--- config.mk ---
export PLATFORM = sky130hd
export DESIGN_NAME = stream_deframer_crc16_unit_flat
export DESIGN_NICKNAME = d
export VERILOG_FILES = /design/src/rtl/sdc16_pkg.sv /design/src/rtl/sdc16_if.sv /design/src/rtl/sdc16_core.sv /design/src/rtl/sdc16_rsp_queue.sv /design/src/rtl/stream_deframer_crc16_unit.sv /design/src/flat_wrapper.sv
export SDC_FILE = /design/constraint.sdc
export NUM_CORES = 1
export LEC_CHECK = 0
export ABC_AREA = 1
export BUFFER_PORTS_ARGS = -buffer_cell sky130_fd_sc_hd__buf_2
export CAP_MARGIN = 25
export CORE_ASPECT_RATIO = 0.75
export CORE_MARGIN = 1
export CORE_UTILIZATION = 45
export DETAILED_ROUTE_END_ITERATION = 7
export PLACE_DENSITY_LB_ADDON = 0.05
export SYNTH_ARGS = -nofsm -noshare
export SYNTH_HDL_FRONTEND = slang
export SYNTH_SLANG_ARGS = --single-unit
--- constraint.sdc ---
create_clock -name clock -period 7.6 [get_ports clock]
set_input_delay 0.76 -clock clock [delete_from_list [all_inputs] [get_ports clock]]
set_output_delay 0.76 -clock clock [all_outputs]
set_load 0.02 [all_outputs]
--- src/rtl/sdc16_pkg.sv ---
// ----------------------------------------------------------------------------
// sdc16_pkg
// Shared types, constants and functions of the stream deframer with CRC-16.
// ----------------------------------------------------------------------------
`default_nettype none

package sdc16_pkg;

   // Sizing
   localparam int unsigned MAX_MARK_BYTES  = 4;
   localparam int unsigned MARK_BITS       = 8 * MAX_MARK_BYTES;
   localparam int unsigned WIN_DEPTH       = MAX_MARK_BYTES + 2;
   localparam int unsigned FILL_BITS       = $clog2(WIN_DEPTH + 1);
   localparam int unsigned HUNT_FILL_BITS  = $clog2(MAX_MARK_BYTES + 1);
   localparam int unsigned COUNT_BITS      = 16;
   localparam int unsigned LEN_FIELD_BYTES = 4;
   localparam int unsigned LEN_SEEN_BITS   = 3;
   localparam int unsigned MARK_LEN_BITS   = 3;
   localparam int unsigned PATTERN_BITS    = 32;

   localparam logic [COUNT_BITS-1:0] COUNT_MAX = '1;

   // CRC-16/X-25, reflected
   localparam logic [15:0] CRC_INIT = 16'hFFFF;
   localparam logic [15:0] CRC_POLY = 16'h8408;
   localparam logic [15:0] CRC_XOUT = 16'hFFFF;

   // Result codes
   localparam logic KIND_PAYLOAD = 1'b0;
   localparam logic KIND_STATUS  = 1'b1;

   localparam logic [1:0] STATUS_OK         = 2'd0;
   localparam logic [1:0] STATUS_CRC_ERR    = 2'd1;
   localparam logic [1:0] STATUS_NO_PAYLOAD = 2'd2;

   // Register map (word index)
   localparam int unsigned CSR_ADDR_BITS = 4;
   localparam int unsigned CSR_DATA_BITS = 32;
   localparam logic [1:0] REG_HEADER_PATTERN = 2'd0;
   localparam logic [1:0] REG_HEADER_LENGTH  = 2'd1;
   localparam logic [1:0] REG_TAIL_PATTERN   = 2'd2;
   localparam logic [1:0] REG_TAIL_LENGTH    = 2'd3;

   // Output queue
   localparam int unsigned QUEUE_DEPTH = 4;
   localparam int unsigned QPTR_BITS   = $clog2(QUEUE_DEPTH);
   localparam int unsigned QCNT_BITS   = $clog2(QUEUE_DEPTH + 1);

   typedef struct packed {
      logic [PATTERN_BITS-1:0]  header_pattern;
      logic [MARK_LEN_BITS-1:0] header_length;
      logic [PATTERN_BITS-1:0]  tail_pattern;
      logic [MARK_LEN_BITS-1:0] tail_length;
   } cfg_type;

   typedef struct packed {
      logic        kind;
      logic [7:0]  data_byte;
      logic [1:0]  status;
      logic [31:0] declared_length;
      logic [15:0] payload_count;
      logic        last;
   } rsp_item_type;

   // Up to two result items per accepted byte, first one first
   typedef struct packed {
      logic [1:0]   num;
      rsp_item_type first;
      rsp_item_type second;
   } push_type;

   // Mark length: zero acts as one, large values act as the maximum
   function automatic logic [MARK_LEN_BITS-1:0] clamp_len(logic [MARK_LEN_BITS-1:0] v);
      logic [MARK_LEN_BITS-1:0] r;
      r = v;
      if (v == '0) r = MARK_LEN_BITS'(1);
      else if (v > MARK_LEN_BITS'(MAX_MARK_BYTES)) r = MARK_LEN_BITS'(MAX_MARK_BYTES);
      return r;
   endfunction

   // Byte i of a pattern; bytes above the pattern width read as zero
   function automatic logic [7:0] pat_byte(logic [PATTERN_BITS-1:0] pat, int unsigned i);
      return 8'(pat >> (8 * i));
   endfunction

   // One byte folded into the CRC, bit by bit
   function automatic logic [15:0] crc_fold(logic [15:0] crc, logic [7:0] b);
      logic [15:0] c;
      c = crc ^ {8'h00, b};
      for (int k = 0; k < 8; k++) begin
         c = c[0] ? ((c >> 1) ^ CRC_POLY) : (c >> 1);
      end
      return c;
   endfunction

endpackage

`default_nettype wire

--- src/rtl/sdc16_if.sv ---
// ----------------------------------------------------------------------------
// sdc16 channel interfaces
// Valid/ready channels for received bytes and for result items.
// ----------------------------------------------------------------------------
`default_nettype none

interface sdc16_req_if;
   logic       valid;
   logic       ready;
   logic [7:0] in_byte;

   modport source (output valid, output in_byte, input ready);
   modport sink   (input valid, input in_byte, output ready);
endinterface

interface sdc16_rsp_if;
   logic        valid;
   logic        ready;
   logic        kind;
   logic [7:0]  data_byte;
   logic [1:0]  status;
   logic [31:0] declared_length;
   logic [15:0] payload_count;
   logic        last;

   modport source (output valid, output kind, output data_byte, output status,
                   output declared_length, output payload_count, output last,
                   input ready);
   modport sink   (input valid, input kind, input data_byte, input status,
                   input declared_length, input payload_count, input last,
                   output ready);
endinterface

`default_nettype wire

--- src/rtl/sdc16_core.sv ---
// ----------------------------------------------------------------------------
// sdc16_core
// Frame state: header hunt, length field, trailer window and CRC, one byte
// per transfer, producing up to two result items per byte.
// ----------------------------------------------------------------------------
`default_nettype none

module sdc16_core (
   input  wire logic             clock,
   input  wire logic             reset,
   input  wire sdc16_pkg::cfg_type cfg,
   sdc16_req_if.sink             req_chan,
   input  wire logic             room,
   output sdc16_pkg::push_type   push
);
   import sdc16_pkg::*;

   localparam logic [1:0] PHASE_HUNT   = 2'd0;
   localparam logic [1:0] PHASE_LENGTH = 2'd1;
   localparam logic [1:0] PHASE_DATA   = 2'd2;

   logic [1:0]                phase_ff, phase_in;
   logic [MARK_BITS-1:0]      hw_ff, hw_in;
   logic [HUNT_FILL_BITS-1:0] hf_ff, hf_in;
   logic [31:0]               len_ff, len_in;
   logic [LEN_SEEN_BITS-1:0]  lbs_ff, lbs_in;
   logic [7:0]                win_ff [WIN_DEPTH];
   logic [7:0]                win_in [WIN_DEPTH];
   logic [FILL_BITS-1:0]      wf_ff, wf_in;
   logic [15:0]               crc_ff, crc_in;
   logic [COUNT_BITS-1:0]     cnt_ff, cnt_in;

   logic                      accept;
   logic [7:0]                b;
   logic [MARK_LEN_BITS-1:0]  h, t;
   logic [FILL_BITS-1:0]      depth;

   // Data phase datapath
   logic                      emit_pay;
   logic [7:0]                pb;
   logic [15:0]               crc_next;
   logic [COUNT_BITS-1:0]     cnt_next;
   logic [7:0]                win_shift [WIN_DEPTH];
   logic [FILL_BITS-1:0]      wf_next;
   logic                      tail_match;
   logic [15:0]               got;
   logic [1:0]                frame_status;
   rsp_item_type              pay_item, stat_item;

   // Hunt datapath
   logic [MARK_BITS-1:0]      hw_next;
   logic [HUNT_FILL_BITS-1:0] hf_next;
   logic                      head_match;

   assign req_chan.ready = room;
   assign accept = req_chan.valid & room;
   assign b      = req_chan.in_byte;
   assign h      = clamp_len(cfg.header_length);
   assign t      = clamp_len(cfg.tail_length);
   assign depth  = FILL_BITS'(t) + FILL_BITS'(2);

   // Oldest byte of the window leaves as payload once the window is full
   always_comb begin
      emit_pay = (wf_ff >= depth);
      pb = '0;
      for (int k = 0; k < WIN_DEPTH; k++) begin
         if (FILL_BITS'(k) == depth - FILL_BITS'(1)) pb = win_ff[k];
      end
      crc_next = emit_pay ? crc_fold(crc_ff, pb) : crc_ff;
      cnt_next = (emit_pay && cnt_ff != COUNT_MAX) ? cnt_ff + COUNT_BITS'(1) : cnt_ff;
      wf_next  = emit_pay ? depth : wf_ff + FILL_BITS'(1);
   end

   // Window shift and tail compare
   always_comb begin
      win_shift[0] = b;
      for (int k = 1; k < WIN_DEPTH; k++) begin
         win_shift[k] = win_ff[k-1];
      end
      tail_match = (wf_next >= FILL_BITS'(t));
      for (int i = 0; i < MAX_MARK_BYTES; i++) begin
         if (MARK_LEN_BITS'(i) < t && win_shift[i] != pat_byte(cfg.tail_pattern, i))
            tail_match = 1'b0;
      end
      // CRC bytes sit just before the tail, high byte received first
      got = '0;
      for (int k = 0; k < WIN_DEPTH; k++) begin
         if (FILL_BITS'(k) == FILL_BITS'(t)) got[7:0] = win_shift[k];
         if (FILL_BITS'(k) == FILL_BITS'(t) + FILL_BITS'(1)) got[15:8] = win_shift[k];
      end
      if (cnt_next == '0 && (wf_next - FILL_BITS'(t)) <= FILL_BITS'(2))
         frame_status = STATUS_NO_PAYLOAD;
      else if (got == (crc_next ^ CRC_XOUT))
         frame_status = STATUS_OK;
      else
         frame_status = STATUS_CRC_ERR;
   end

   // Result items
   always_comb begin
      pay_item.kind            = KIND_PAYLOAD;
      pay_item.data_byte       = pb;
      pay_item.status          = STATUS_OK;
      pay_item.declared_length = len_ff;
      pay_item.payload_count   = 16'(cnt_next);
      pay_item.last            = 1'b0;
      stat_item.kind            = KIND_STATUS;
      stat_item.data_byte       = '0;
      stat_item.status          = frame_status;
      stat_item.declared_length = len_ff;
      stat_item.payload_count   = 16'(cnt_next);
      stat_item.last            = 1'b1;
   end

   // Header hunt
   always_comb begin
      hw_next    = {hw_ff[MARK_BITS-9:0], b};
      hf_next    = (hf_ff < HUNT_FILL_BITS'(MAX_MARK_BYTES)) ? hf_ff + HUNT_FILL_BITS'(1)
                                                              : hf_ff;
      head_match = (hf_next >= HUNT_FILL_BITS'(h));
      for (int i = 0; i < MAX_MARK_BYTES; i++) begin
         if (MARK_LEN_BITS'(i) < h && hw_next[8*i +: 8] != pat_byte(cfg.header_pattern, i))
            head_match = 1'b0;
      end
   end

   // Next state and pushes
   always_comb begin
      phase_in = phase_ff;
      hw_in    = hw_ff;
      hf_in    = hf_ff;
      len_in   = len_ff;
      lbs_in   = lbs_ff;
      win_in   = win_ff;
      wf_in    = wf_ff;
      crc_in   = crc_ff;
      cnt_in   = cnt_ff;
      push     = '0;
      if (accept) begin
         case (phase_ff)
            PHASE_LENGTH: begin
               len_in = {len_ff[23:0], b};
               lbs_in = lbs_ff + LEN_SEEN_BITS'(1);
               if (lbs_in >= LEN_SEEN_BITS'(LEN_FIELD_BYTES)) begin
                  phase_in = PHASE_DATA;
                  wf_in    = '0;
                  crc_in   = CRC_INIT;
                  cnt_in   = '0;
               end
            end
            PHASE_DATA: begin
               win_in = win_shift;
               wf_in  = wf_next;
               crc_in = crc_next;
               cnt_in = cnt_next;
               if (emit_pay && tail_match) begin
                  push.num    = 2'd2;
                  push.first  = pay_item;
                  push.second = stat_item;
               end else if (emit_pay) begin
                  push.num   = 2'd1;
                  push.first = pay_item;
               end else if (tail_match) begin
                  push.num   = 2'd1;
                  push.first = stat_item;
               end
               if (tail_match) begin
                  phase_in = PHASE_HUNT;
                  hw_in    = '0;
                  hf_in    = '0;
               end
            end
            default: begin
               phase_in = PHASE_HUNT;
               hw_in    = hw_next;
               hf_in    = hf_next;
               if (head_match) begin
                  phase_in = PHASE_LENGTH;
                  hw_in    = '0;
                  hf_in    = '0;
                  len_in   = '0;
                  lbs_in   = '0;
               end
            end
         endcase
      end
   end

   // Control state
   always_ff @(posedge clock) begin
      if (reset) begin
         phase_ff <= PHASE_HUNT;
         hw_ff    <= '0;
         hf_ff    <= '0;
         len_ff   <= '0;
         lbs_ff   <= '0;
         wf_ff    <= '0;
         crc_ff   <= CRC_INIT;
         cnt_ff   <= '0;
      end else begin
         phase_ff <= phase_in;
         hw_ff    <= hw_in;
         hf_ff    <= hf_in;
         len_ff   <= len_in;
         lbs_ff   <= lbs_in;
         wf_ff    <= wf_in;
         crc_ff   <= crc_in;
         cnt_ff   <= cnt_in;
      end
   end

   // Trailer window, no reset
   always_ff @(posedge clock) begin
      win_ff <= win_in;
   end

   // A frame ends only from the data phase
   a_status_in_data: assert property (@(posedge clock) disable iff (reset)
      push.num != 2'd0 |-> phase_ff == PHASE_DATA)
      else $error("result pushed outside the data phase");

   // Two items at once are always payload then status
   a_pair_order: assert property (@(posedge clock) disable iff (reset)
      push.num == 2'd2 |-> push.first.kind == KIND_PAYLOAD && push.second.last)
      else $error("bad item order");

   // The window never overfills
   a_fill_bound: assert property (@(posedge clock) disable iff (reset)
      wf_ff <= FILL_BITS'(WIN_DEPTH))
      else $error("window fill out of range");

endmodule

`default_nettype wire

--- src/rtl/sdc16_rsp_queue.sv ---
// ----------------------------------------------------------------------------
// sdc16_rsp_queue
// Small result queue: takes up to two items per cycle, hands one per
// transfer to the result channel.
// ----------------------------------------------------------------------------
`default_nettype none

module sdc16_rsp_queue (
   input  wire logic              clock,
   input  wire logic              reset,
   input  wire sdc16_pkg::push_type push,
   output logic                   room,
   sdc16_rsp_if.source            rsp_chan
);
   import sdc16_pkg::*;

   rsp_item_type         mem_ff [QUEUE_DEPTH];
   logic [QPTR_BITS-1:0] wp_ff, wp_in;
   logic [QPTR_BITS-1:0] rp_ff, rp_in;
   logic [QCNT_BITS-1:0] count_ff, count_in;
   logic                 pop;
   rsp_item_type         head;

   assign room = (count_ff <= QCNT_BITS'(QUEUE_DEPTH - 2));
   assign pop  = rsp_chan.valid & rsp_chan.ready;
   assign head = mem_ff[rp_ff];

   assign rsp_chan.valid           = (count_ff != '0);
   assign rsp_chan.kind            = head.kind;
   assign rsp_chan.data_byte       = head.data_byte;
   assign rsp_chan.status          = head.status;
   assign rsp_chan.declared_length = head.declared_length;
   assign rsp_chan.payload_count   = head.payload_count;
   assign rsp_chan.last            = head.last;

   // Pointer and occupancy update
   always_comb begin
      wp_in    = wp_ff + QPTR_BITS'(push.num);
      rp_in    = rp_ff + QPTR_BITS'(pop);
      count_in = count_ff + QCNT_BITS'(push.num) - QCNT_BITS'(pop);
   end

   always_ff @(posedge clock) begin
      if (reset) begin
         wp_ff    <= '0;
         rp_ff    <= '0;
         count_ff <= '0;
      end else begin
         wp_ff    <= wp_in;
         rp_ff    <= rp_in;
         count_ff <= count_in;
      end
   end

   // Entry storage
   always_ff @(posedge clock) begin
      if (push.num != 2'd0) mem_ff[wp_ff] <= push.first;
      if (push.num == 2'd2) mem_ff[wp_ff + QPTR_BITS'(1)] <= push.second;
   end

   a_count_bound: assert property (@(posedge clock) disable iff (reset)
      count_ff <= QCNT_BITS'(QUEUE_DEPTH))
      else $error("queue occupancy out of range");

   a_push_room: assert property (@(posedge clock) disable iff (reset)
      push.num != 2'd0 |-> room)
      else $error("push without room");

   a_pop_only: assert property (@(posedge clock) disable iff (reset)
      pop && push.num == 2'd0 |=> count_ff == $past(count_ff) - QCNT_BITS'(1))
      else $error("occupancy not reduced on transfer");

endmodule

`default_nettype wire

--- src/rtl/stream_deframer_crc16_unit.sv ---
// ----------------------------------------------------------------------------
// stream_deframer_crc16_unit
// Byte-serial frame receiver. Frames are header (1 to 4 bytes), 4-byte
// big-endian length, payload, 2-byte big-endian CRC-16/X-25 and tail (1 to
// 4 bytes). One byte is taken per cycle and every payload byte comes out as
// its own result item, delayed by the 2 + tail_length bytes held in the
// trailer window; the byte that completes the tail also yields a status item
// (ok, checksum error or no payload), so one input byte gives at most two
// items. Results pass through a four-entry queue: the input keeps taking a
// byte every cycle as long as the queue holds two items or fewer, so the
// sustained rate is one byte per cycle when the result side takes one item
// per cycle. Registers (APB, byte addresses): 0x0 header_pattern,
// 0x4 header_length, 0x8 tail_pattern, 0xC tail_length; write them only
// while no frame traffic is in flight.
// ----------------------------------------------------------------------------
`default_nettype none

module stream_deframer_crc16_unit (
   input  wire logic                clock,
   input  wire logic                reset,
   sdc16_req_if.sink                req_chan,
   sdc16_rsp_if.source              rsp_chan,
   input  wire logic                psel,
   input  wire logic                penable,
   input  wire logic                pwrite,
   input  wire logic [sdc16_pkg::CSR_ADDR_BITS-1:0] paddr,
   input  wire logic [sdc16_pkg::CSR_DATA_BITS-1:0] pwdata,
   output logic [sdc16_pkg::CSR_DATA_BITS-1:0]      prdata,
   output logic                     pready
);
   import sdc16_pkg::*;

   cfg_type  cfg_ff, cfg_in;
   push_type push;
   logic     room;
   logic     wr_en;

   assign pready = 1'b1;
   assign wr_en  = psel & penable & pwrite & pready;

   // Register writes
   always_comb begin
      cfg_in = cfg_ff;
      if (wr_en) begin
         case (paddr[3:2])
            REG_HEADER_PATTERN: cfg_in.header_pattern = pwdata;
            REG_HEADER_LENGTH:  cfg_in.header_length  = pwdata[MARK_LEN_BITS-1:0];
            REG_TAIL_PATTERN:   cfg_in.tail_pattern   = pwdata;
            REG_TAIL_LENGTH:    cfg_in.tail_length    = pwdata[MARK_LEN_BITS-1:0];
            default:            cfg_in = cfg_ff;
         endcase
      end
   end

   always_ff @(posedge clock) begin
      if (reset) begin
         cfg_ff.header_pattern <= '0;
         cfg_ff.header_length  <= MARK_LEN_BITS'(1);
         cfg_ff.tail_pattern   <= '0;
         cfg_ff.tail_length    <= MARK_LEN_BITS'(1);
      end else begin
         cfg_ff <= cfg_in;
      end
   end

   // Register reads
   always_comb begin
      case (paddr[3:2])
         REG_HEADER_PATTERN: prdata = cfg_ff.header_pattern;
         REG_HEADER_LENGTH:  prdata = CSR_DATA_BITS'(cfg_ff.header_length);
         REG_TAIL_PATTERN:   prdata = cfg_ff.tail_pattern;
         REG_TAIL_LENGTH:    prdata = CSR_DATA_BITS'(cfg_ff.tail_length);
         default:            prdata = '0;
      endcase
   end

   sdc16_core u_core (
      .clock    (clock),
      .reset    (reset),
      .cfg      (cfg_ff),
      .req_chan (req_chan),
      .room     (room),
      .push     (push)
   );

   sdc16_rsp_queue u_queue (
      .clock    (clock),
      .reset    (reset),
      .push     (push),
      .room     (room),
      .rsp_chan (rsp_chan)
   );

endmodule

`default_nettype wire
--- src/flat_wrapper.sv ---
// flat-port wrapper written by rule: the top's interface ports become plain ports
module stream_deframer_crc16_unit_flat import sdc16_pkg::*;
  (clock, reset, psel, penable, pwrite, paddr, pwdata, prdata, pready, req_chan_valid, req_chan_in_byte, req_chan_ready, rsp_chan_valid, rsp_chan_kind, rsp_chan_data_byte, rsp_chan_status, rsp_chan_declared_length, rsp_chan_payload_count, rsp_chan_last, rsp_chan_ready);
  sdc16_req_if req_chan_i ();
  sdc16_rsp_if rsp_chan_i ();
  input  wire logic clock;
  input  wire logic reset;
  input  wire logic psel;
  input  wire logic penable;
  input  wire logic pwrite;
  input  wire logic [sdc16_pkg::CSR_ADDR_BITS-1:0] paddr;
  input  wire logic [sdc16_pkg::CSR_DATA_BITS-1:0] pwdata;
  output logic [sdc16_pkg::CSR_DATA_BITS-1:0] prdata;
  output logic pready;
  input wire logic [$bits(req_chan_i.valid)-1:0] req_chan_valid;
  input wire logic [$bits(req_chan_i.in_byte)-1:0] req_chan_in_byte;
  output wire logic [$bits(req_chan_i.ready)-1:0] req_chan_ready;
  output wire logic [$bits(rsp_chan_i.valid)-1:0] rsp_chan_valid;
  output wire logic [$bits(rsp_chan_i.kind)-1:0] rsp_chan_kind;
  output wire logic [$bits(rsp_chan_i.data_byte)-1:0] rsp_chan_data_byte;
  output wire logic [$bits(rsp_chan_i.status)-1:0] rsp_chan_status;
  output wire logic [$bits(rsp_chan_i.declared_length)-1:0] rsp_chan_declared_length;
  output wire logic [$bits(rsp_chan_i.payload_count)-1:0] rsp_chan_payload_count;
  output wire logic [$bits(rsp_chan_i.last)-1:0] rsp_chan_last;
  input wire logic [$bits(rsp_chan_i.ready)-1:0] rsp_chan_ready;
  assign req_chan_i.valid = req_chan_valid;
  assign req_chan_i.in_byte = req_chan_in_byte;
  assign req_chan_ready = req_chan_i.ready;
  assign rsp_chan_valid = rsp_chan_i.valid;
  assign rsp_chan_kind = rsp_chan_i.kind;
  assign rsp_chan_data_byte = rsp_chan_i.data_byte;
  assign rsp_chan_status = rsp_chan_i.status;
  assign rsp_chan_declared_length = rsp_chan_i.declared_length;
  assign rsp_chan_payload_count = rsp_chan_i.payload_count;
  assign rsp_chan_last = rsp_chan_i.last;
  assign rsp_chan_i.ready = rsp_chan_ready;
  stream_deframer_crc16_unit u_core (.clock(clock), .reset(reset), .req_chan(req_chan_i), .rsp_chan(rsp_chan_i), .psel(psel), .penable(penable), .pwrite(pwrite), .paddr(paddr), .pwdata(pwdata), .prdata(prdata), .pready(pready));
endmodule
==> results.md, run 1 <==
- The flow ran to the end, and the final reports show no timing, DRC or antenna violations.
- Input and output buffers added on the ports amount to 142.
- The fmax is 167 MHz.
- Leaving out fill and tap cells, the most frequent cells in the layout are sky130_fd_sc_hd__nand2_1 (381), sky130_fd_sc_hd__nor2_1 (362), sky130_fd_sc_hd__a21oi_1 (252), sky130_fd_sc_hd__edfxtp_1 (252), sky130_fd_sc_hd__o21ai_0 (248).
- The cell type with the highest occurrence count on the critical path is sky130_fd_sc_hd__nand3_1.
- Of the available clock period, the critical path in the final layout requires 0.788.
- The longest clock path from root to sink contains 3 buffers.
- The starting density of the core is 0.460.
- Traced cell by cell, the critical path runs through inv_2, nand2_1, inv_1, ha_1, nand3_1, nand3_2, inv_2, o21ai_0, ha_1, nand3_1, nand3_1, nand3_1, a21oi_1, and3_1, ha_1, nor2_2, nor2_1, inv_1, nand2_1, clkinv_1, nand2_2, buf_4, a21oi_1.
- The reg2reg setup slack is 1.61 ns.
- Summing over every cut layer, the via total after detailed routing is 18.6k.
- The full die area is 49800 um2.
- The complex-gate fraction of the synthesized area is 0.171.
- The final max-slew violation count is 0.
- The clock tree skew after final layout is 0.0201 ns.
- On the critical path, the stage with the largest delay is an instance of sky130_fd_sc_hd__dfxtp_1.
- Synthesis inferred 460 register bits.
- The first global-routing pass estimated 103000 um of wire.
- The worst hold path terminates at u_core.cfg_ff[17].
- The capture point of the worst reg-to-reg path is u_core.u_queue.mem_ff[2][31].
- The mean post-synth cell area is 8.61 um2.
- The cell family contributing the most delay on the critical path is simple AND/OR/NAND/NOR gates.
- After filler insertion, the fill cell instance count of the layout stands at 4567.
- Setup repair after global routing left no endpoint under its margin.
- The worst-case vdd ir drop is 218 uV.
- The top cell type by total area after synthesis is sky130_fd_sc_hd__edfxtp_1.
- The startpoint of the most critical hold path is pwdata[14].
- The final sum of negative setup slack is 0 ns.
- Counting flops with a built-in enable in the synthesized netlist gives 252.
- The cell leakage power is 8.90 nW.
- The worst hold path belongs to the class in2reg.
- Leaving out fill and tap cells, the most frequent cell in the layout is sky130_fd_sc_hd__nand2_1.
- After technology mapping, the gate count stands at 2557.
- Hold repair after CTS inserted 0 buffers.
- Setup violations remaining at the end of the flow were counted as 0.
- The initialized floorplan defines 69 standard-cell rows.
- The final number of hold-violating endpoints is 0.
- The half-perimeter wire length of the detailed placement result is 42200 um.
- At the end of routability-driven placement, the weighted congestion stood at 0.896.
- The die boundary height is 194 um.
- The number of buffer and inverter instances along the worst setup path is 6.
- Clock-pin slew was measured on the worst setup and hold paths at 0.06 ns.
- The final global-route overflow total is 0.
- The ratio of total power to cell area is 248 nW/um2.
- Data on the critical path arrives at its endpoint at 6.29 ns.
- The pin count of the biggest net entering global routing is 101.
- In this run the tightest slew margin relative to its limit is 0.307.
- Of the synthesized area, sequential elements account for 0.533.
- For this run, asynchronously set or reset flops after synthesis account for 0.
- The number of library cell types mapped by synthesis is 61.
- Once the clock tree was built, the setup fixing pass inserted 0 buffers.
- The via count of the first global-routing pass is 17.4k.
- The number of buffers added by the clock tree synthesis step is 48.
- The synthesis-to-finish area growth is 12.7%.
- The number of resized instances in the post-cts repair step is 0.
- The post-layout net count is 2705.
- The clock root buffer master is sky130_fd_sc_hd__clkbuf_16.
- The largest fanout of any net on the critical path is 25.
- The basic-gate share of the synthesized area counting and, or, nand and nor cells is 0.191.
- By area the synthesized netlist is led by sky130_fd_sc_hd__edfxtp_1 (34%), sky130_fd_sc_hd__dfxtp_1 (19%), sky130_fd_sc_hd__nand2_1 (6.7%).
- The detailed-route wire length per cell is 20.2 um.
- Counting cells, the worst reg-to-reg path comes to 23.
- The placeable core region is 47800 um2.
- The reg-to-reg startpoint is u_core.cfg_ff[2].
- The count of yosys warnings during synthesis is 0.
- After detailed routing, the number of vias per cell comes to 5.62.
- The worst hold-check slack is 0.410 ns.
- The share of synthesized cell area in full adder, half adder and majority cells is 0.0143.
- The hold-critical path depth is 3.
- The required time at the endpoint of the critical path is 7.91 ns.
- The nature of the critical path startpoint is a flop.
- The iteration count of the initial detailed-routing pass is 5.
- The number of top-level design ports is 146.
- The deepest level of the CTS H-tree is 2.
- The die is 257 um wide.
- Of the total synthesized cell area, the portion taken by XOR and XNOR cells is 0.0262.
- The top flip-flop cell by instance count after synthesis is sky130_fd_sc_hd__edfxtp_1.
- The minimum period implied by the final worst setup slack is 5.99 ns.
- The number of sinks handled by clock tree synthesis is 460.
- The clock latency on the worst-skew pair is 0.59 ns.
- The number of max-cap violations is 0.
- The stage delay of the slowest cell on the critical path is 0.75 ns.
- The endpoint type of the worst setup path is a flop.
- The number of nets in the synthesized netlist is 2632.
- The ratio of cells with drive above 1 in the final layout is 0.131.
- The actual slew at the worst max-slew pin is 1.03 ns.
- The number of antenna violations at the first check in global routing is 1.
- The mux contribution to synthesized area is 0.000511.
- After detailed routing, the number of remaining DRC violations is 0.
- Of the post-synthesis cell area, the dominant cell type holds 0.344.
- The number of violations reported at the end of detailed-routing iteration 0 is 1786.
- TritonCTS built the clock tree.
- The main combinational cell family by area after synthesis is simple AND/OR/NAND/NOR gates.
- For this run, the total global-route usage over all layers was measured as 0.266.
- The start-to-end type of the worst setup path is reg2reg.
- The number of nets with antenna violations after detailed routing is 0.
- The total routed wirelength is 66800 um.
- Summing every instance area after synthesis gives 22000 um2.
[logic make-up (layout without fill, tap and decap cells)]
group                      after synthesis  count (layout)
and+or+nand+nor                        980             980
AOI/OAI and AO/OA                      680             680
DFF                                    460             460
buffers and inverters                  346             459
xor gates and xnor gates                65              65
adders and majority gates               24              24
other                                    1               2
muxes                                    1               1
[stage by stage]
stage          worst slack [ns]  power [mW]  cells  area [um2]  utilization
2_1_floorplan              1.55        3.42   2557       22000            -
3_3_place_gp               1.73        3.75   3218       23200        0.485
3_5_place_dp               1.65        3.77   3219       23200        0.485
4_1_cts                    1.60        6.19   3309       24800        0.519
5_1_grt                    1.12        6.41   3310       24800        0.519
6_report                   1.61        6.16   3310       24800        0.519
[final cells by class]
| cell class | instances | area [um2] | share of cell area |
|---|---|---|---|
| Clock inverter | 19 | 189 | 0.00761 |
| Inverter | 192 | 724 | 0.0292 |
| Sequential cell | 460 | 11700 | 0.473 |
| Antenna cell | 1 | 2.50 | 0.000101 |
| Timing Repair Buffer | 177 | 1000 | 0.0404 |
| Clock buffer | 71 | 1440 | 0.0581 |
| Multi-Input combinational cell | 1751 | 8930 | 0.360 |
| Tap cell | 639 | 800 | 0.0322 |
[cell usage after synthesis, types with 9 or more instances]
library cell               count
sky130_fd_sc_hd__nand4_1      19
sky130_fd_sc_hd__dfxtp_1     208
sky130_fd_sc_hd__inv_1       175
sky130_fd_sc_hd__xnor2_1      31
sky130_fd_sc_hd__o22ai_1      92
sky130_fd_sc_hd__or2_2        18
sky130_fd_sc_hd__inv_2        13
sky130_fd_sc_hd__nand3_1     116
sky130_fd_sc_hd__nand2_1     392
sky130_fd_sc_hd__o21ai_0     248
sky130_fd_sc_hd__a211oi_1     33
sky130_fd_sc_hd__clkbuf_1    112
sky130_fd_sc_hd__nor2_1      363
sky130_fd_sc_hd__nand2_2      16
sky130_fd_sc_hd__nand3b_1     11
sky130_fd_sc_hd__ha_1         22
sky130_fd_sc_hd__a22oi_1       9
sky130_fd_sc_hd__edfxtp_1    252
sky130_fd_sc_hd__xor2_1       33
sky130_fd_sc_hd__a21oi_1     252
sky130_fd_sc_hd__buf_2        27
sky130_fd_sc_hd__a22o_1       11
sky130_fd_sc_hd__nor3_1       12
[metal layers]
layer | track usage | vias up | routed length [um]
met5 | 0 | - | 0
met4 | 0.0657 | 0 | 1300
met3 | 0.0334 | 89 | 4520
met2 | 0.392 | 672 | 28700
met1 | 0.410 | 8909 | 32300
li1 | - | 8926 | -
[power by group]
group / leakage (nW) / internal (mW) / switching, mW
clock: 0.804 / 1.42 / 1.02
sequential: 3.52 / 2.66 / 0.0793
combinational: 4.57 / 0.260 / 0.722
[tightest hold or removal path, stage by stage]
cell and delay [ns]:
sky130_fd_sc_hd__buf_2 0.09, sky130_fd_sc_hd__nor2_1 0.04, sky130_fd_sc_hd__nor2_1 0.08
[how the worst max path moves through the flow]
stage | cells after the start | to | start | slack, ns
2_1_floorplan | 30 | u_core.u_queue.mem_ff[1][29] | u_core.cfg_ff[2] | 1.55
3_3_place_gp | 21 | u_core.u_queue.mem_ff[2][25] | u_core.cfg_ff[2] | 1.73
3_5_place_dp | 23 | u_core.u_queue.mem_ff[2][26] | u_core.cfg_ff[2] | 1.65
4_1_cts | 23 | u_core.u_queue.mem_ff[2][26] | u_core.cfg_ff[2] | 1.60
5_1_grt | 23 | u_core.u_queue.mem_ff[2][31] | u_core.cfg_ff[2] | 1.12
6_report | 23 | u_core.u_queue.mem_ff[2][31] | u_core.cfg_ff[2] | 1.61
[state kept, by name, summed over array words and instances (netlist names)]
| signal | cells |
|---|---|
| u_core.cfg_ff | 70 |
| u_core.u_core.cnt_ff | 16 |
| u_core.u_core.crc_ff | 16 |
| u_core.u_core.hf_ff | 3 |
| u_core.u_core.hw_ff | 24 |
| u_core.u_core.lbs_ff | 3 |
| u_core.u_core.len_ff | 32 |
| u_core.u_core.phase_ff | 2 |
| u_core.u_core.wf_ff | 3 |
| u_core.u_core.win_ff | 48 |
| u_core.u_queue.count_ff | 3 |
| u_core.u_queue.mem_ff | 236 |
| u_core.u_queue.rp_ff | 2 |
| u_core.u_queue.wp_ff | 2 |
Note: power is estimated with default switching activity, not from simulation.
==> run 2, diff against run 1 <==
Settings changed: ABC_AREA 1 to 0.
Clock period 7.6 ns to 6.15 ns, I/O delays scaled along.
==> results.md, run 2 <==
- The flow ran to the end, and the final reports show no timing, DRC or antenna violations.
- The register name with the most flops is u_core.u_queue.mem_ff.
- The total routed wirelength is 59400 um (-11%).
- The post-route clock period utilization came to 0.924 (+0.137).
- The full die area was 49100 um2 (-1.6%).
- The number of design rule violations left after detail routing is 0 (unchanged).
- The worst setup path is captured at a flop.
- The fmax was 176 MHz (+5.3%).
- The nature of the critical path startpoint is a flop.
- The most used flip-flop cell after synthesis is sky130_fd_sc_hd__edfxtp_1.
- The number of violations reported at the end of detailed-routing iteration 0 is 1251 (-30%).
- The number of failing setup endpoints in the final timing report is 0 (unchanged).
- The horizontal die dimension is 255 um (-0.79%).
- The pin count of the biggest net entering global routing is 91 (-9.9%).
- The ratio of cells with drive above 1 in the final layout is 0.163 (+0.0312).
- The proportion of netlist area held by the largest area contributor is 0.349 (+0.00553).
- The final weighted congestion in routability-driven placement is 0.883 (-1.5%).
- The post-place setup slack was 0.422 ns (-1.23 ns).
- The post-synthesis net count was 2070 (-21%).
- The commonest cells after synthesis are sky130_fd_sc_hd__edfxtp_1 (252), sky130_fd_sc_hd__nand2_1 (216), sky130_fd_sc_hd__nor2_1 (213).
- The fill cell instance count of the final layout is 4307 (-5.7%).
- The final sum of negative setup slack is 0 ns (unchanged).
- The minimum period implied by the final worst setup slack is 5.69 ns (-0.302 ns).
- The number of antenna violations at the first check in global routing was 1 (unchanged).
- The area of all sequential standard cells is 11700 um2 (unchanged).
- The placeable core region came to 47500 um2 (-0.72%).
- The data arrival at the endpoint of the critical path is 5.89 ns (-0.40 ns).
- The library cells used most frequently in the layout, excluding fill and tap cells, are sky130_fd_sc_hd__edfxtp_1 (252), sky130_fd_sc_hd__nand2_1 (215), sky130_fd_sc_hd__nor2_1 (212).
- The number of sinks handled by clock tree synthesis came to 460 (unchanged).
- Leaving out fill and tap cells, the most frequent cell in the layout is sky130_fd_sc_hd__edfxtp_1.
- The mean post-synth cell area was 10.9 um2 (+26%).
- The standard-cell row count was 69 (unchanged).
- The biggest area contributor in the post-synthesis netlist is sky130_fd_sc_hd__edfxtp_1.
- The number of library cell types mapped by synthesis is 78 (+28%).
- In this run the critical register-to-register path is launched from u_core.cfg_ff[1].
- The startpoint of the most critical hold path is pwdata[15].
- The iteration count of the initial detailed-routing pass is 5 (unchanged).
- The stage delay of the slowest cell on the critical path is 0.56 ns (-0.19 ns).
- The logic gate share of total power is 0.106 (-0.053).
- Among all cell types in the netlist, the one instantiated most often is sky130_fd_sc_hd__edfxtp_1.
- The cell type with the highest occurrence count on the critical path is sky130_fd_sc_hd__ha_1.
- The switching power total is 1.71 mW (-5.9%).
- The share of synthesized registers carrying an async set or reset was 0 (unchanged).
- The launch point of the worst path is u_core.cfg_ff[1].
- The largest fanout of any net on the critical path is 44 (+76%).
- The cell leakage power is 8.58 nW (-3.6%).
- The signal on the critical path passes through nor2_1, ha_1, a21oi_1, a21boi_4, inv_2, a21oi_1, ha_1, a21boi_0, o21a_1, o211ai_1, inv_1, nand2_1, inv_1, ha_1, nand2b_1, nand2_1, or3_1, inv_2, buf_4.
- The cell area after synthesis is 21700 um2 (-1.6%).
- The clock share of power is 0.406 (+0.010).
- The count of vias placed by the detailed router is 15.7k (-15%).
- The number of storage elements in the synthesis netlist was 460 (unchanged).
- The final number of hold-violating endpoints was 0 (unchanged).
- The number of max-cap violations came to 0 (unchanged).
- The clock root buffer master is sky130_fd_sc_hd__clkbuf_16.
- The largest registers in the layout are u_core.u_queue.mem_ff: 236 flops, u_core.cfg_ff: 70 flops, u_core.u_core.win_ff: 48 flops.
- The number of instances in the synthesized netlist is 1995 (-22%).
- The final setup slack of the worst path is 0.465 ns (-1.15 ns).
- The count of yosys warnings during synthesis is 0 (unchanged).
- The clock transition at the registers of the reported paths is 0.06 ns (about the same).
- The via count of the first global-routing pass is 14.9k (-14%).
- The worst-case vdd ir drop is 244 uV (+12%).
- The post-layout net count was 2164 (-20%).
- The detailed-route wire length per cell came to 21.5 um (+6.3%).
- TritonCTS built the clock tree.
- The die boundary height is 192 um (-0.79%).
- The count of hold-fix buffers inserted at cts came to 0 (unchanged).
- The critical-path cell with the highest stage delay is sky130_fd_sc_hd__or3_1.
- The half-perimeter wire length of the detailed placement result is 37600 um (-11%).
- The deepest clock path buffer count is 3 (unchanged).
- The clock latency on the worst-skew pair was 0.58 ns (about the same).
- The required time at the endpoint of the critical path is 6.36 ns (-1.55 ns).
- The number of flops mapped to enable cells by yosys is 252 (unchanged).
- The number of vias per cell after detailed routing was 5.68 (+1.2%).
- The share of total power consumed by net switching is 0.250 (-0.0457).
- The fraction of the yosys area taken by sequential cells is 0.541 (+0.00858).
- The deepest level of the CTS H-tree came to 2 (unchanged).
- In the post-synthesis netlist, the biggest area contributors are sky130_fd_sc_hd__edfxtp_1 (35%), sky130_fd_sc_hd__dfxtp_1 (19%), sky130_fd_sc_hd__mux4_2 (6.4%).
- The worst max-slew margin expressed relative to the limit was 0.279 (-0.0275).
- The share of power burned in registers is 0.488 (+0.043).
- The number of buffer and inverter instances along the worst setup path is 5 (-1).
- The critical path is of the reg2reg type.
- The count of buffers from port buffering is 142 (unchanged).
- The number of buffers added by the clock tree synthesis step is 47 (-2.1%).
- The actual slew at the worst max-slew pin was 1.08 ns (+0.0449 ns).
- The final max-slew violation count was 0 (unchanged).
- The total area of multi-input combinational cells came to 9310 um2 (+4.3%).
- Setup repair after global routing left no endpoint under its margin.
- The flip-flop count of the largest register after layout came to 236 (unchanged).
- The number of top-level design ports is 146 (unchanged).
- The starting density of the core is 0.456 (-0.00400).
- The synthesis-to-finish area growth is 13.2%.
- The ratio of total power to cell area came to 280 nW/um2 (+13%).
- The path category of the worst min-delay check is in2reg.
- The clock tree skew after final layout was 0.0231 ns (+0.00307 ns).
- The overall track demand over capacity in global routing is 0.240 (-0.0255).
- The final global-route overflow total is 0 (unchanged).
- The cell family with the largest share of critical-path delay is simple AND/OR/NAND/NOR gates.
- The global-route wire length before repair came to 91200 um (-12%).
- The design internal power is 5.14 mW (+19%).
- The number of nets with antenna violations after detailed routing is 0 (unchanged).
run 2: cell types whose count changed in the layout (fill, tap and decap cells not counted), moves of 62 or more:
| cell | delta |
|---|---|
| sky130_fd_sc_hd__nand2_1 | -166 |
| sky130_fd_sc_hd__xnor2_1 | +67 |
| sky130_fd_sc_hd__nand3_1 | -98 |
| sky130_fd_sc_hd__a21oi_1 | -112 |
| sky130_fd_sc_hd__and3_1 | +103 |
| sky130_fd_sc_hd__inv_1 | -146 |
| sky130_fd_sc_hd__nor2_1 | -150 |
| sky130_fd_sc_hd__mux4_2 | +62 |
| sky130_fd_sc_hd__o21ai_0 | -213 |
run 2: power by group through the flow:
| stage | clock, mW | sequential (mW) | combinational [mW] |
|---|---|---|---|
| CTS | 2.84 | 3.35 | 0.737 |
| detailed placement | 0 | 3.42 | 0.733 |
| floorplan | 0 | 3.33 | 0.579 |
| finish | 2.79 | 3.35 | 0.727 |
| global route | 2.97 | 3.36 | 0.792 |
| global placement | 0 | 3.41 | 0.731 |
run 2: final timing paths:
kind / to / slack [ns] / cells after the start
worst min-delay path: u_core.cfg_ff[18] / 0.29 / 3
worst max register to register: u_core.u_queue.mem_ff[1][33] / 0.46 / 19
worst min register to register: u_core.u_queue.mem_ff[0][51] / 0.45 / 2
worst max-delay path: u_core.u_queue.mem_ff[1][33] / 0.46 / 19
run 2: cell families after synthesis:
kind of cell,share of synthesized area
AO/OA/AOI/OAI,0.0977
XOR/XNOR,0.0581
adder cells (fa/ha/maj),0.0145
buffers and inverters,0.0319
flip-flops,0.541
multiplexers,0.0891
other,0.000173
AND/OR/NAND/NOR,0.167
run 2: cell type report:
cell class,instances,area share
inverter,36,0.00602
multi-input combinational,1360,0.379
tap,639,0.0326
antenna,1,0.000102
timing repair buffer,184,0.0434
clock buffer,74,0.0558
sequential,460,0.478
clock inverter,13,0.00438
run 2: tightest hold or removal path, stage by stage:
cell and delay, ns:
sky130_fd_sc_hd__buf_2 0.10, sky130_fd_sc_hd__nand2_1 0.05, sky130_fd_sc_hd__a21oi_1 0.05
run 2: per-stage QoR:
| stage | cells | util | hold WS (ns) | power, mW | instance area, um2 |
|---|---|---|---|---|---|
| after detailed placement | 2670 | 0.484 | 0.442 | 4.15 | 23000 |
| after global placement | 2670 | 0.484 | 0.431 | 4.14 | 23000 |
| final | 2767 | 0.517 | 0.293 | 6.86 | 24500 |
| after global routing | 2766 | 0.517 | 0.288 | 7.12 | 24500 |
| after CTS | 2757 | 0.515 | 0.267 | 6.93 | 24500 |
| after floorplan | 1995 | - | 0.420 | 3.91 | 21700 |
run 2: metal layers:
metal  wire length (um)  part of all wire  vias to the layer above  track usage
met5                  0                 0                        -            0
li1                   -                 -                     7377            -
met1              29600              0.50                     7845        0.376
met4                926             0.016                        0       0.0480
met3               3520             0.059                       67       0.0321
met2              25300              0.43                      438        0.351
run 2: what timing repair did:
action	in CTS	in global routing
setup endpoints to repair	0	35
gates resized for setup	0	1
setup buffers	0	9
==> run 3, diff against run 2 <==
Settings changed: ABC_AREA 0 to 1.
==> results.md, run 3 (same netlist as run 1, synthesis figures left out) <==
- The post-route clock period utilization is 0.922 (-0.00294).
- The standard-cell row count came to 69 (unchanged).
- The actual slew at the worst max-slew pin is 1.06 ns (-0.0150 ns).
- The met2 wire length was 28200 um (+12%).
- The final number of hold-violating endpoints is 0 (unchanged).
- The critical path goes through inv_4, nor2_8, nor2_1, ha_1, nand3_1, nand3_2, inv_2, o21ai_0, ha_1, nand3_1, nand3_1, nand3_1, a21oi_1, and3_1, ha_1, nor2_2, nor2_1, inv_1, nand2_1, buf_4, clkinv_1, nand2_2, buf_4, a21oi_1.
- The clock tree skew after final layout is 0.0185 ns (-0.00463 ns).
- The met3 wire length came to 4360 um (+24%).
- The logic gate share of total power came to 0.165 (+0.059).
- The half-perimeter wire length of the detailed placement result is 42300 um (+13%).
- Among cell families on the critical path, the largest total delay comes from simple AND/OR/NAND/NOR gates.
- The worst-case vdd ir drop is 219 uV (-10%).
- Setup repair after global routing left no endpoint under its margin.
- The number of nets with antenna violations after detailed routing is 0 (unchanged).
- The stage delay of the slowest cell on the critical path is 0.65 ns (+0.09 ns).
- In the final layout, the registers with the most flip-flops are u_core.u_queue.mem_ff: 236 flops, u_core.cfg_ff: 70 flops, u_core.u_core.win_ff: 48 flops.
- The share of power burned in registers is 0.443 (-0.045).
- The global-route wire length before repair is 102000 um (+12%).
- In the layout the commonest cells are sky130_fd_sc_hd__nand2_1 (381), sky130_fd_sc_hd__nor2_1 (362), sky130_fd_sc_hd__a21oi_1 (252), sky130_fd_sc_hd__edfxtp_1 (252), sky130_fd_sc_hd__o21ai_0 (248).
- The number of sinks handled by clock tree synthesis came to 460 (unchanged).
- The count of hold-fix buffers inserted at cts is 0 (unchanged).
- The register name with the most flops is u_core.u_queue.mem_ff.
- The fmax is 176 MHz (+0.32%).
- The share of total power consumed by net switching is 0.296 (+0.0460).
- The worst setup path is of the reg2reg kind.
- The clock transition at the registers of the reported paths came to 0.07 ns (about the same).
- The starting density of the core is 0.460 (+0.00400).
- The worst setup path is captured at a flop.
- The detailed-route wire length per cell was 20.0 um (-6.8%).
- The flip-flop count of the largest register after layout is 236 (unchanged).
- The highest metal layer with signal wires is met4.
- The flow ran to the end, and the final reports show no timing, DRC or antenna violations.
- The count of buffers from port buffering was 142 (unchanged).
- The horizontal die dimension came to 257 um (+0.79%).
- The via count of the first global-routing pass is 17.2k (+15%).
- The post-CTS setup repair buffer count is 0 (unchanged).
- The end-of-flow core utilization is 0.519 (+0.00260).
- The number of vias per cell after detailed routing is 5.61 (-1.3%).
- The number of buffer and inverter instances along the worst setup path came to 6 (+1).
- TritonCTS built the clock tree.
- The minimum period implied by the final worst setup slack is 5.67 ns (-0.0181 ns).
- The ratio of cells with drive above 1 in the final layout is 0.132 (-0.0306).
- The largest fanout of any net on the critical path is 25 (-43%).
- The die boundary height is 194 um (+0.79%).
- The total routed wirelength is 66300 um (+12%).
- The switching power total is 2.26 mW (+32%).
- The worst max-slew margin expressed relative to the limit was 0.291 (+0.0113).
- The synthesis-to-finish area growth is 12.8%.
- The cell leakage power is 8.94 nW (+4.2%).
- The final global-route overflow total is 0 (unchanged).
- The deepest clock path buffer count was 3 (unchanged).
- The overall track demand over capacity in global routing was 0.262 (+0.0219).
- The number of violations reported at the end of detailed-routing iteration 0 is 1738 (+39%).
- The post-layout net count was 2709 (+25%).
- The cell type with the highest occurrence count on the critical path is sky130_fd_sc_hd__nand3_1.
- The number of buffers added by the clock tree synthesis step is 47 (unchanged).
- The required time at the endpoint of the critical path came to 6.46 ns (+0.10 ns).
- The placeable core region came to 47800 um2 (+0.73%).
- Leaving out fill and tap cells, the most frequent cell in the layout is sky130_fd_sc_hd__nand2_1.
- Clock tree synthesis selected as its root buffer the cell sky130_fd_sc_hd__clkbuf_16.
- The path class of the tightest hold or removal check is in2reg.
- The clock latency on the worst-skew pair is 0.59 ns (about the same).
- The final sum of negative setup slack is 0 ns (unchanged).
- The deepest level of the CTS H-tree came to 2 (unchanged).
- The final weighted congestion in routability-driven placement is 0.888 (+0.55%).
- STA classifies the critical path startpoint as a flop.
- The number of resized instances in the post-cts repair step is 0 (unchanged).
- The iteration count of the initial detailed-routing pass is 6 (+1).
- The full die area is 49800 um2 (+1.6%).
- The number of antenna violations at the first check in global routing is 2 (+1).
- The number of design rule violations left after detail routing is 0 (unchanged).
- The number of max-cap violations was 0 (unchanged).
- The count of vias placed by the detailed router is 18.6k (+18%).
- The slowest stage of the critical path is the sky130_fd_sc_hd__nand2_2 cell.
- The ratio of total power to cell area came to 307 nW/um2 (+9.8%).
- The number of failing setup endpoints in the final timing report is 0 (unchanged).
- The design internal power is 5.37 mW (+4.3%).
- The clock share of power is 0.391 (-0.015).
- The number of top-level design ports was 146 (unchanged).
- The data arrival at the endpoint of the critical path is 5.97 ns (+0.08 ns).
- The pin count of the biggest net entering global routing was 101 (+11%).
- The routed metal-1 wire length was 32400 um (+9.4%).
- The final max-slew violation count is 0 (unchanged).
[run 3: cell type report]
cell class / instances / area [um2]
Tap cell: 639 / 800
Inverter: 192 / 724
Multi-Input combinational cell: 1751 / 8930
Clock inverter: 20 / 215
Sequential cell: 460 / 11700
Fill cell: 4576 / 23000
Timing Repair Buffer: 182 / 1050
Antenna cell: 2 / 5.00
Clock buffer: 68 / 1390
[run 3: final timing paths]
kind / slack [ns] / endpoint / start / cells after the start
worst max-delay path: 0.48 / u_core.u_queue.mem_ff[2][19] / u_core.cfg_ff[1] / 24
worst min-delay path: 0.27 / u_core.cfg_ff[29] / pwdata[26] / 3
worst max register to register: 0.48 / u_core.u_queue.mem_ff[2][19] / u_core.cfg_ff[1] / 24
worst min register to register: 0.45 / u_core.u_core.win_ff[4] / u_core.u_core.win_ff[12] / 0
[run 3: worst register-to-register path, cell delays in order (launching register included)]
cell,delay (ns)
sky130_fd_sc_hd__dfxtp_1,0.59
sky130_fd_sc_hd__inv_4,0.13
sky130_fd_sc_hd__nor2_8,0.22
sky130_fd_sc_hd__nor2_1,0.11
sky130_fd_sc_hd__ha_1,0.29
sky130_fd_sc_hd__nand3_1,0.08
sky130_fd_sc_hd__nand3_2,0.12
sky130_fd_sc_hd__inv_2,0.06
sky130_fd_sc_hd__o21ai_0,0.37
sky130_fd_sc_hd__ha_1,0.32
sky130_fd_sc_hd__nand3_1,0.09
sky130_fd_sc_hd__nand3_1,0.10
sky130_fd_sc_hd__nand3_1,0.10
sky130_fd_sc_hd__a21oi_1,0.05
sky130_fd_sc_hd__and3_1,0.27
sky130_fd_sc_hd__ha_1,0.32
sky130_fd_sc_hd__nor2_2,0.07
sky130_fd_sc_hd__nor2_1,0.30
sky130_fd_sc_hd__inv_1,0.10
sky130_fd_sc_hd__nand2_1,0.07
sky130_fd_sc_hd__buf_4,0.19
sky130_fd_sc_hd__clkinv_1,0.31
sky130_fd_sc_hd__nand2_2,0.65
sky130_fd_sc_hd__buf_4,0.37
sky130_fd_sc_hd__a21oi_1,0.11
[run 3: per-layer routing]
| layer | track usage | up-vias |
|---|---|---|
| met5 | 0 | - |
| met4 | 0.0697 | 0 |
| met3 | 0.0286 | 78 |
| met2 | 0.380 | 666 |
| met1 | 0.411 | 8925 |
| li1 | - | 8922 |
[run 3: through the flow]
step / cell area (um2) / cells / hold slack [ns] / setup slack, ns / power [mW]
6_report: 24800 / 3314 / 0.269 / 0.483 / 7.63
5_1_grt: 24800 / 3314 / 0.268 / 0.00369 / 7.92
4_1_cts: 24800 / 3312 / 0.237 / 0.520 / 7.67
3_5_place_dp: 23200 / 3224 / 0.433 / 0.543 / 4.70
3_3_place_gp: 23200 / 3224 / 0.429 / 0.620 / 4.68
2_1_floorplan: 22000 / 2557 / 0.426 / 0.0980 / 4.25
[run 3: power by group through the flow]
stage          registers [mW]  clock network, mW  logic, mW
2_1_floorplan            3.39                  0      0.862
3_5_place_dp             3.45                  0       1.25
3_3_place_gp             3.44                  0       1.23
4_1_cts                  3.38               3.03       1.26
5_1_grt                  3.39               3.14       1.38
6_report                 3.38               2.98       1.26
